**config.mk**
```make
export PLATFORM = sky130hd
export DESIGN_NAME = lcd_rect_fill_command_engine
export DESIGN_NICKNAME = d
export VERILOG_FILES = /design/src/rtl/lrf_pkg.sv /design/src/rtl/lrf_seg_decode.sv /design/src/rtl/lrf_sequencer.sv /design/src/rtl/lrf_out_skid.sv /design/src/rtl/lcd_rect_fill_command_engine.sv
export SDC_FILE = /design/constraint.sdc
export NUM_CORES = 1
export LEC_CHECK = 0
export BUFFER_PORTS_ARGS = -buffer_cell sky130_fd_sc_hd__clkbuf_2
export CAP_MARGIN = 20
export CORE_UTILIZATION = 29
export CTS_CLUSTER_DIAMETER = 150
export CTS_CLUSTER_SIZE = 24
export DETAILED_ROUTE_END_ITERATION = 8
export MAX_ROUTING_LAYER = met4
export SYNTH_ARGS = -nofsm -noshare
export SYNTH_HDL_FRONTEND = slang
export SYNTH_HIERARCHICAL = 1
export SYNTH_SLANG_ARGS = --single-unit
```
**constraint.sdc**
```tcl
create_clock -name clk -period 9.1 [get_ports clk]
set_clock_uncertainty 0.05 [all_clocks]
set_input_delay 1.82 -clock clk [delete_from_list [all_inputs] [get_ports clk]]
set_output_delay 1.82 -clock clk [all_outputs]
set_load 0.05 [all_outputs]
```
**src/rtl/lrf_pkg.sv**
```systemverilog
// Shared types and constants for the rectangle fill command engine.
// No dependencies; every other file in rtl imports this package.
`default_nettype none

package lrf_pkg;

    // Panel coordinates fit 12 bits because panel sizes stay below 4096.
    localparam int COORD_W  = 12;
    // Pixel count of one clipped segment, up to 4095 * 4095.
    localparam int AREA_W   = 24;
    localparam int NUM_SEG  = 4;
    localparam int SEG_IDX_W = 2;

    // Request codes carried in the mode field.
    localparam logic [1:0] MODE_TICK    = 2'd0;
    localparam logic [1:0] MODE_FILL    = 2'd1;
    localparam logic [1:0] MODE_OUTLINE = 2'd2;

    // Panel command bytes.
    localparam logic [7:0] CMD_COLUMN = 8'h2A;
    localparam logic [7:0] CMD_ROW    = 8'h2B;
    localparam logic [7:0] CMD_PIXELS = 8'h2C;

    // Positions within the eleven-byte segment header; the last one is the pixel phase.
    localparam logic [3:0] HDR_COL_CMD = 4'd0;
    localparam logic [3:0] HDR_X1_HI   = 4'd1;
    localparam logic [3:0] HDR_X1_LO   = 4'd2;
    localparam logic [3:0] HDR_X2_HI   = 4'd3;
    localparam logic [3:0] HDR_X2_LO   = 4'd4;
    localparam logic [3:0] HDR_ROW_CMD = 4'd5;
    localparam logic [3:0] HDR_Y1_HI   = 4'd6;
    localparam logic [3:0] HDR_Y1_LO   = 4'd7;
    localparam logic [3:0] HDR_Y2_HI   = 4'd8;
    localparam logic [3:0] HDR_Y2_LO   = 4'd9;
    localparam logic [3:0] HDR_PIX_CMD = 4'd10;
    localparam logic [3:0] HDR_PIXELS  = 4'd11;

    typedef struct packed {
        logic [1:0]  mode;
        logic [15:0] rect_x;
        logic [15:0] rect_y;
        logic [15:0] rect_width;
        logic [15:0] rect_height;
        logic [15:0] fill_color;
    } in_item_t;

    typedef struct packed {
        logic       is_command;
        logic [7:0] bus_byte;
        logic       last_of_request;
    } out_item_t;

    // Inclusive bounds of one clipped segment.
    typedef struct packed {
        logic [COORD_W-1:0] x1;
        logic [COORD_W-1:0] x2;
        logic [COORD_W-1:0] y1;
        logic [COORD_W-1:0] y2;
    } seg_bounds_t;

endpackage

`default_nettype wire

```
**src/rtl/lrf_seg_decode.sv**
```systemverilog
// Splits a fill or outline request into up to four clipped segments.
// Depends on lrf_pkg; purely combinational.
`default_nettype none

module lrf_seg_decode #(
    parameter int PANEL_WIDTH  = 320,
    parameter int PANEL_HEIGHT = 240
) (
    input  wire lrf_pkg::in_item_t                          req,
    output lrf_pkg::seg_bounds_t [lrf_pkg::NUM_SEG-1:0]     seg_bounds,
    output logic [lrf_pkg::NUM_SEG-1:0]                     seg_mask
);
    import lrf_pkg::*;

    localparam logic [16:0] PW = 17'(PANEL_WIDTH);
    localparam logic [16:0] PH = 17'(PANEL_HEIGHT);

    typedef struct packed {
        logic        ok;
        seg_bounds_t b;
    } seg_cand_t;

    // Rejects a segment that starts off the panel or is empty, and clips the rest.
    function automatic seg_cand_t clip_seg(input logic [15:0] x, input logic [15:0] y,
                                           input logic [15:0] w, input logic [15:0] h);
        seg_cand_t   r;
        logic [16:0] xe;
        logic [16:0] ye;
        xe = {1'b0, x} + {1'b0, w};
        ye = {1'b0, y} + {1'b0, h};
        r.ok   = ({1'b0, x} < PW) && ({1'b0, y} < PH) && (w != 16'd0) && (h != 16'd0);
        r.b.x1 = COORD_W'(x);
        r.b.y1 = COORD_W'(y);
        r.b.x2 = (xe > PW) ? COORD_W'(PW - 17'd1) : COORD_W'(xe - 17'd1);
        r.b.y2 = (ye > PH) ? COORD_W'(PH - 17'd1) : COORD_W'(ye - 17'd1);
        return r;
    endfunction

    logic        is_fill;
    logic        is_outline;
    logic        size_ok;
    logic [15:0] y_bottom;
    logic [15:0] x_right;
    logic [15:0] top_h;
    seg_cand_t   c0, c1, c2, c3;

    // The outline edges sit at the wrapped far offsets of the rectangle.
    assign is_fill    = (req.mode == MODE_FILL);
    assign is_outline = (req.mode == MODE_OUTLINE);
    assign size_ok    = (req.rect_width != 16'd0) && (req.rect_height != 16'd0);
    assign y_bottom   = req.rect_y + req.rect_height - 16'd1;
    assign x_right    = req.rect_x + req.rect_width - 16'd1;
    assign top_h      = is_fill ? req.rect_height : 16'd1;

    // Top edge (or the whole fill), bottom, left and right.
    assign c0 = clip_seg(req.rect_x, req.rect_y, req.rect_width, top_h);
    assign c1 = clip_seg(req.rect_x, y_bottom, req.rect_width, 16'd1);
    assign c2 = clip_seg(req.rect_x, req.rect_y, 16'd1, req.rect_height);
    assign c3 = clip_seg(x_right, req.rect_y, 16'd1, req.rect_height);

    assign seg_bounds[0] = c0.b;
    assign seg_bounds[1] = c1.b;
    assign seg_bounds[2] = c2.b;
    assign seg_bounds[3] = c3.b;

    assign seg_mask[0] = c0.ok && (is_fill || (is_outline && size_ok));
    assign seg_mask[1] = c1.ok && is_outline && size_ok;
    assign seg_mask[2] = c2.ok && is_outline && size_ok;
    assign seg_mask[3] = c3.ok && is_outline && size_ok;

endmodule

`default_nettype wire

```
**src/rtl/lrf_sequencer.sv**
```systemverilog
// Segment store and byte sequencer: one tick item yields one panel byte.
// Depends on lrf_pkg; fed by lrf_seg_decode, drains into lrf_out_skid.
`default_nettype none

module lrf_sequencer (
    input  wire                                             clk,
    input  wire                                             rst_n,
    input  wire                                             take,
    input  wire lrf_pkg::in_item_t                          req,
    input  wire lrf_pkg::seg_bounds_t [lrf_pkg::NUM_SEG-1:0] dec_bounds,
    input  wire [lrf_pkg::NUM_SEG-1:0]                      dec_mask,
    output logic                                            res_valid,
    output lrf_pkg::out_item_t                              res_item
);
    import lrf_pkg::*;

    logic                    busy_reg, busy_next;
    logic [NUM_SEG-1:0]      mask_reg, mask_next;
    logic [SEG_IDX_W-1:0]    seg_idx_reg, seg_idx_next;
    logic [3:0]              hdr_reg, hdr_next;
    logic [AREA_W-1:0]       pixels_reg, pixels_next;
    logic                    low_reg, low_next;
    logic [15:0]             color_reg, color_next;

    seg_bounds_t             bounds_mem [NUM_SEG];
    seg_bounds_t             cur;
    logic                    start;
    logic                    tick;
    logic                    first_found;
    logic [SEG_IDX_W-1:0]    first_idx;
    logic                    nxt_found;
    logic [SEG_IDX_W-1:0]    nxt_idx;
    logic [15:0]             x1_w, x2_w, y1_w, y2_w;
    logic [COORD_W:0]        span_x, span_y;
    logic [2*COORD_W+1:0]    area_full;
    logic [AREA_W-1:0]       pixels_dec;
    logic                    seg_done;

    assign start = take && !busy_reg && ((req.mode == MODE_FILL) || (req.mode == MODE_OUTLINE));
    assign tick  = take && busy_reg && (req.mode == MODE_TICK);

    // Lowest kept segment of a new request.
    always_comb
    begin
        first_found = 1'b0;
        first_idx   = '0;
        for (int i = NUM_SEG - 1; i >= 0; i--)
        begin
            if (dec_mask[i])
            begin
                first_found = 1'b1;
                first_idx   = SEG_IDX_W'(i);
            end
        end
    end

    // Next kept segment after the current one.
    always_comb
    begin
        nxt_found = 1'b0;
        nxt_idx   = '0;
        for (int i = NUM_SEG - 1; i >= 0; i--)
        begin
            if (mask_reg[i] && (SEG_IDX_W'(i) > seg_idx_reg))
            begin
                nxt_found = 1'b1;
                nxt_idx   = SEG_IDX_W'(i);
            end
        end
    end

    // Current segment bounds, widened to the 16-bit bus coordinates.
    assign cur  = bounds_mem[seg_idx_reg];
    assign x1_w = 16'(cur.x1);
    assign x2_w = 16'(cur.x2);
    assign y1_w = 16'(cur.y1);
    assign y2_w = 16'(cur.y2);

    // Pixel count of the segment, taken when the pixel command goes out.
    assign span_x     = {1'b0, cur.x2} - {1'b0, cur.x1} + (COORD_W+1)'(1);
    assign span_y     = {1'b0, cur.y2} - {1'b0, cur.y1} + (COORD_W+1)'(1);
    assign area_full  = span_x * span_y;
    assign pixels_dec = (pixels_reg != '0) ? pixels_reg - AREA_W'(1) : pixels_reg;

    // Next state and the byte for this tick.
    always_comb
    begin
        busy_next    = busy_reg;
        mask_next    = mask_reg;
        seg_idx_next = seg_idx_reg;
        hdr_next     = hdr_reg;
        pixels_next  = pixels_reg;
        low_next     = low_reg;
        color_next   = color_reg;
        seg_done     = 1'b0;
        res_valid    = tick;
        res_item     = '0;

        if (start)
        begin
            mask_next = dec_mask;
            if (first_found)
            begin
                busy_next    = 1'b1;
                seg_idx_next = first_idx;
                hdr_next     = HDR_COL_CMD;
                pixels_next  = '0;
                low_next     = 1'b0;
                color_next   = req.fill_color;
            end
        end
        else if (tick)
        begin
            if (hdr_reg != HDR_PIXELS)
            begin
                case (hdr_reg)
                    HDR_COL_CMD:
                    begin
                        res_item.is_command = 1'b1;
                        res_item.bus_byte   = CMD_COLUMN;
                    end
                    HDR_X1_HI: res_item.bus_byte = x1_w[15:8];
                    HDR_X1_LO: res_item.bus_byte = x1_w[7:0];
                    HDR_X2_HI: res_item.bus_byte = x2_w[15:8];
                    HDR_X2_LO: res_item.bus_byte = x2_w[7:0];
                    HDR_ROW_CMD:
                    begin
                        res_item.is_command = 1'b1;
                        res_item.bus_byte   = CMD_ROW;
                    end
                    HDR_Y1_HI: res_item.bus_byte = y1_w[15:8];
                    HDR_Y1_LO: res_item.bus_byte = y1_w[7:0];
                    HDR_Y2_HI: res_item.bus_byte = y2_w[15:8];
                    HDR_Y2_LO: res_item.bus_byte = y2_w[7:0];
                    default:
                    begin
                        res_item.is_command = 1'b1;
                        res_item.bus_byte   = CMD_PIXELS;
                        pixels_next         = AREA_W'(area_full);
                        low_next            = 1'b0;
                    end
                endcase
                hdr_next = hdr_reg + 4'd1;
            end
            else if (low_reg)
            begin
                res_item.bus_byte = color_reg[7:0];
                low_next          = 1'b0;
                pixels_next       = pixels_dec;
                seg_done          = (pixels_dec == '0);
            end
            else
            begin
                res_item.bus_byte = color_reg[15:8];
                low_next          = 1'b1;
            end

            // Move to the next kept segment or close the request.
            if (seg_done)
            begin
                hdr_next = HDR_COL_CMD;
                if (nxt_found)
                begin
                    seg_idx_next = nxt_idx;
                end
                else
                begin
                    res_item.last_of_request = 1'b1;
                    busy_next                = 1'b0;
                    seg_idx_next             = '0;
                end
            end
        end
    end

    // Control and counter registers.
    always_ff @(posedge clk or negedge rst_n)
    begin
        if (!rst_n)
        begin
            busy_reg    <= 1'b0;
            mask_reg    <= '0;
            seg_idx_reg <= '0;
            hdr_reg     <= HDR_COL_CMD;
            pixels_reg  <= '0;
            low_reg     <= 1'b0;
            color_reg   <= '0;
        end
        else
        begin
            busy_reg    <= busy_next;
            mask_reg    <= mask_next;
            seg_idx_reg <= seg_idx_next;
            hdr_reg     <= hdr_next;
            pixels_reg  <= pixels_next;
            low_reg     <= low_next;
            color_reg   <= color_next;
        end
    end

    // Segment store; only entries marked in the mask are ever read.
    always_ff @(posedge clk)
    begin
        if (start)
        begin
            for (int i = 0; i < NUM_SEG; i++)
            begin
                bounds_mem[i] <= dec_bounds[i];
            end
        end
    end

`ifndef ASSERT_OFF
    a_cur_seg_kept: assert property (@(posedge clk) disable iff (!rst_n)
        busy_reg |-> mask_reg[seg_idx_reg])
        else $error("active segment is not marked as kept");

    a_hdr_range: assert property (@(posedge clk) disable iff (!rst_n)
        hdr_reg <= HDR_PIXELS)
        else $error("header position out of range");

    a_pixels_pending: assert property (@(posedge clk) disable iff (!rst_n)
        (busy_reg && (hdr_reg == HDR_PIXELS)) |-> (pixels_reg != '0))
        else $error("pixel phase with no pixels left");

    a_last_ends_busy: assert property (@(posedge clk) disable iff (!rst_n)
        (res_valid && res_item.last_of_request) |=> !busy_reg)
        else $error("engine still busy after the final byte");
`endif

endmodule

`default_nettype wire

```
**src/rtl/lrf_out_skid.sv**
```systemverilog
// Two-entry output register that holds result items while the sink stalls.
// Depends on lrf_pkg for the result item type.
`default_nettype none

module lrf_out_skid (
    input  wire                     clk,
    input  wire                     rst_n,
    input  wire                     push_valid,
    input  wire lrf_pkg::out_item_t push_item,
    output logic                    full,
    output logic                    out_valid,
    output lrf_pkg::out_item_t      out_item,
    input  wire                     out_stall
);
    import lrf_pkg::*;

    logic      main_valid_reg;
    logic      skid_valid_reg;
    out_item_t main_item_reg;
    out_item_t skid_item_reg;
    logic      out_take;

    assign out_take  = main_valid_reg && !out_stall;
    assign out_valid = main_valid_reg;
    assign out_item  = main_item_reg;
    assign full      = skid_valid_reg;

    // Valid flags.
    always_ff @(posedge clk or negedge rst_n)
    begin
        if (!rst_n)
        begin
            main_valid_reg <= 1'b0;
            skid_valid_reg <= 1'b0;
        end
        else if (skid_valid_reg)
        begin
            if (out_take)
            begin
                skid_valid_reg <= 1'b0;
            end
        end
        else if (push_valid)
        begin
            if (main_valid_reg && !out_take)
            begin
                skid_valid_reg <= 1'b1;
            end
            main_valid_reg <= 1'b1;
        end
        else if (out_take)
        begin
            main_valid_reg <= 1'b0;
        end
    end

    // Payload registers.
    always_ff @(posedge clk)
    begin
        if (skid_valid_reg)
        begin
            if (out_take)
            begin
                main_item_reg <= skid_item_reg;
            end
        end
        else if (push_valid)
        begin
            if (!main_valid_reg || out_take)
            begin
                main_item_reg <= push_item;
            end
            else
            begin
                skid_item_reg <= push_item;
            end
        end
    end

`ifndef ASSERT_OFF
    a_skid_behind_main: assert property (@(posedge clk) disable iff (!rst_n)
        skid_valid_reg |-> main_valid_reg)
        else $error("skid entry held with an empty output register");

    a_no_push_when_full: assert property (@(posedge clk) disable iff (!rst_n)
        skid_valid_reg |-> !push_valid)
        else $error("item pushed into a full output buffer");

    a_held_push_to_skid: assert property (@(posedge clk) disable iff (!rst_n)
        (push_valid && main_valid_reg && out_stall) |=> skid_valid_reg)
        else $error("item lost while the output was stalled");
`endif

endmodule

`default_nettype wire

```
**src/rtl/lcd_rect_fill_command_engine.sv**
```systemverilog
// Top level of the rectangle fill command engine for a 16-bit color panel.
// Depends on lrf_pkg, lrf_seg_decode, lrf_sequencer and lrf_out_skid.
//
// A start item (fill or outline) loads up to four clipped segments and gives no
// byte; every following tick item gives one panel byte, so one item is accepted
// and one byte produced in every cycle while in_stall is low. Each byte is
// registered in the output buffer, in its skid entry if the sink stalls. The rate
// is set by the segment sequencer, which updates its counters once per accepted
// item, and by the two-entry output buffer, which raises in_stall only when both
// of its entries are held by a stalled sink. Mid-transfer requests are dropped.
`default_nettype none

module lcd_rect_fill_command_engine #(
    parameter int PANEL_WIDTH  = 320,
    parameter int PANEL_HEIGHT = 240
) (
    input  wire                     clk,
    input  wire                     rst_n,
    input  wire                     in_valid,
    output logic                    in_stall,
    input  wire lrf_pkg::in_item_t  in_item,
    output logic                    out_valid,
    input  wire                     out_stall,
    output lrf_pkg::out_item_t      out_item
);
    import lrf_pkg::*;

    seg_bounds_t [NUM_SEG-1:0] dec_bounds;
    logic [NUM_SEG-1:0]        dec_mask;
    logic                      take;
    logic                      res_valid;
    out_item_t                 res_item;
    logic                      buf_full;

    assign in_stall = buf_full;
    assign take     = in_valid && !buf_full;

    lrf_seg_decode #(
        .PANEL_WIDTH  (PANEL_WIDTH),
        .PANEL_HEIGHT (PANEL_HEIGHT)
    ) u_decode (
        .req        (in_item),
        .seg_bounds (dec_bounds),
        .seg_mask   (dec_mask)
    );

    lrf_sequencer u_seq (
        .clk        (clk),
        .rst_n      (rst_n),
        .take       (take),
        .req        (in_item),
        .dec_bounds (dec_bounds),
        .dec_mask   (dec_mask),
        .res_valid  (res_valid),
        .res_item   (res_item)
    );

    lrf_out_skid u_out (
        .clk        (clk),
        .rst_n      (rst_n),
        .push_valid (res_valid),
        .push_item  (res_item),
        .full       (buf_full),
        .out_valid  (out_valid),
        .out_item   (out_item),
        .out_stall  (out_stall)
    );

endmodule

`default_nettype wire

```
==> impl_metrics.toml <==
[die]
ioPinCount = 98
coreArea_um2 = 88780
rows = 109
dieArea_um2 = 91170
fp.dieW_um = 302.0
start_util = 0.2939
fp.dieH_um = 302.0

[cells_and_area]
fill_cells = 9206
layout-drive-gt1-share = 0.1144
largest_reg_flops = 192
diodes = 0
layout.nets = 3175
design_area_um2 = 28020
area_delta_synth_final_pct = 7.380
multi_input_area_um2 = 16000
fin_cells = 3902
ff_latch_area_um2 = 7700

[critical_path]
reg2regPathDepth = 31
endpoint_kind = "flip-flop"
r2r-end = "u_seq/pixels_reg[23]"
startpoint_type = "flip-flop"
path_class = "flip-flop to flip-flop"
crit_path_frequent_cell = "fa_1"
cp.required_ns = 9.46
worst-path-max-fanout = 8
slowest_stage = "mux4_2"
cp_slowest_stage_delay_ns = 0.54
cp.arrival_ns = 8.96
r2r_start = "u_seq/seg_idx_reg[0]"
reg2reg_slack_ns = 0.50

[logic_synthesis]
synth_most_common_cell = "inv_1"
syn_nets = 3171
ys_seq_area_frac = 0.2948
synth_commonest_cells = "369 x inv_1, 229 x ha_1, 212 x edfxtp_1, 206 x nand2_1, 176 x nor2_1"
netlist_area_um2 = 26090
syn_area_per_cell_um2 = 9.561
yosysUniqueCellTypes = 99
yosys.area.top_type_share = 0.2440
synth.area.top_cells = "edfxtp_1 24%, ha_1 11%, fa_1 9.7%"
ys.warnings.count = 6
synthCells = 2729
async_flop_share = 0.2000
synth_area_leader_cell = "edfxtp_1"
synth.ff_latch_count = 265
synthFlopType = "edfxtp_1"
synth_edf_count = 212

[min_path]
hold_path.class = "flip-flop to flip-flop"
whs_endpoint = "u_seq/color_reg[4]"
hold_depth = 1
hp-start = "u_seq/color_reg[4]"

[placed_design]
gp_congestion = 0.9435
hpwl_um = 56700
port_buffers = 97
placed_area_um2 = 27440
dp_cells = 3869

[global_routing]
grt_pass1_vias = 19350
antenna_found_initial = 0
grt_max_degree = 102
grt_overflow_total = 0
grt_usage = 0.1576
grt_pass1_wl_um = 110100

[timing]
finalHoldViolCount = 0
fmax_mhz = 116.3
setup_violations = 0
final-max-slew-violation-count = 0
post-route-period-util = 0.9446
min_period_ns = 8.596
tightest_slew_ns = 1.091
relSlewSlack = 0.2703
fin_tns_setup_ns = 0

[drt]
vias = 19880
antenna_left = 0
drt-met1-wl_um = 30420
viasPerCell = 5.095
met3_length_um = 2584
finalWirelength_um = 70070
firstDrtPassIters = 5
top_layer_used = "met4"
drt-initial-drc-count = 1358
wl_per_cell_um = 17.96
met2WireLength_um = 34530
drcViolationCount = 0

[clock_tree]
cts_max_path_buffers = 3
clock_latency_ns = 0.52
hold_buffers = 0
cts_sinks = 265
cts_tree = "done"
cts.clk_slew.worst_paths_ns = 0.10
cts-root-buf = "clkbuf_16"
cts_buffers = 15
cts_max_level = 1

[flow_run]
max_cap_violations = 0

[outcome]
status = "complete, no violations"
## area by class of cell
type,instances,share of cell area
clock inverter,3,0.001295
tap,1165,0.05203
sequential,265,0.2748
multi-input combinational,1918,0.5709
timing repair buffer,162,0.03725
clock buffer,18,0.01380
inverter,371,0.04988
## cell families (layout without fill, tap and decap cells)
kind of cell             after synthesis  in the layout  share of synthesized area
AO/OA/AOI/OAI                        513            513                     0.1330
XOR/XNOR                             141            141                    0.04815
adder cells (fa/ha/maj)              356            356                     0.2073
buffers and inverters                546            554                    0.09423
flip-flops                           265            265                     0.2948
multiplexers                          95             95                    0.06244
AND/OR/NAND/NOR                      813            813                     0.1601
## per-layer routing
layer  up-vias  global-route usage
li1       9499                   -
met1      9779              0.1945
met2       490              0.2676
met3       111             0.01515
met4         0             0.05640
met5         -                   -
## critical path: cells and delay by family, from the launching register on
family	cells	cell delay, ns
adder cells (fa/ha/maj)	9	3.81
AO/OA/AOI/OAI	10	2.23
buffers and inverters	7	0.82
multiplexers	1	0.54
flip-flops	1	0.53
AND/OR/NAND/NOR	3	0.31
XOR/XNOR	1	0.18
## stage by stage
stage | utilization | hold WS, ns | worst slack (ns)
2_1_floorplan | - | 0.4193 | 0.07106
3_3_place_gp | 0.3090 | 0.4345 | 0.3409
3_5_place_dp | 0.3090 | 0.4445 | 0.2900
4_1_cts | 0.3138 | 0.4674 | 0.2515
5_1_grt | 0.3156 | 0.4731 | -0.001848
6_report | 0.3156 | 0.4630 | 0.5041
## worst max-delay path by stage
stage                          from                    to  slack, ns  cells past startpoint
6_report       u_seq/seg_idx_reg[0]  u_seq/pixels_reg[23]       0.50                     31
5_1_grt        u_seq/seg_idx_reg[0]  u_seq/pixels_reg[23]     -0.002                     33
4_1_cts        u_seq/seg_idx_reg[0]  u_seq/pixels_reg[23]       0.25                     32
3_5_place_dp   u_seq/seg_idx_reg[0]  u_seq/pixels_reg[23]       0.29                     32
3_3_place_gp   u_seq/seg_idx_reg[0]  u_seq/pixels_reg[23]       0.34                     32
2_1_floorplan  u_seq/seg_idx_reg[0]  u_seq/pixels_reg[23]       0.07                     34
## what timing repair did
| item | CTS | global route |
|---|---|---|
| gates resized for setup | 0 | 14 |
| setup endpoints to repair | 0 | 3 |
| buffers inserted | 0 | 11 |
## layout by cell type, fill, tap and decap left out, drive strengths merged, types with 24 or more instances in the layout
cell type / n
nand2: 208
nor3: 69
o21a: 24
o21ai: 112
nand2b: 35
and2: 75
clkbuf: 115
or3: 25
buf: 65
fa: 127
xor2: 43
ha: 229
nor2b: 30
nand3: 53
dfrtp: 53
mux2: 35
nor4: 43
mux4: 48
inv: 372
edfxtp: 212
nand4: 24
nor2: 176
a21oi: 116
xnor2: 97
a211oi: 32
a21o: 41
Power is not shown: default switching activity piles up to over one toggle a cycle in this logic, so the estimate is an artifact.
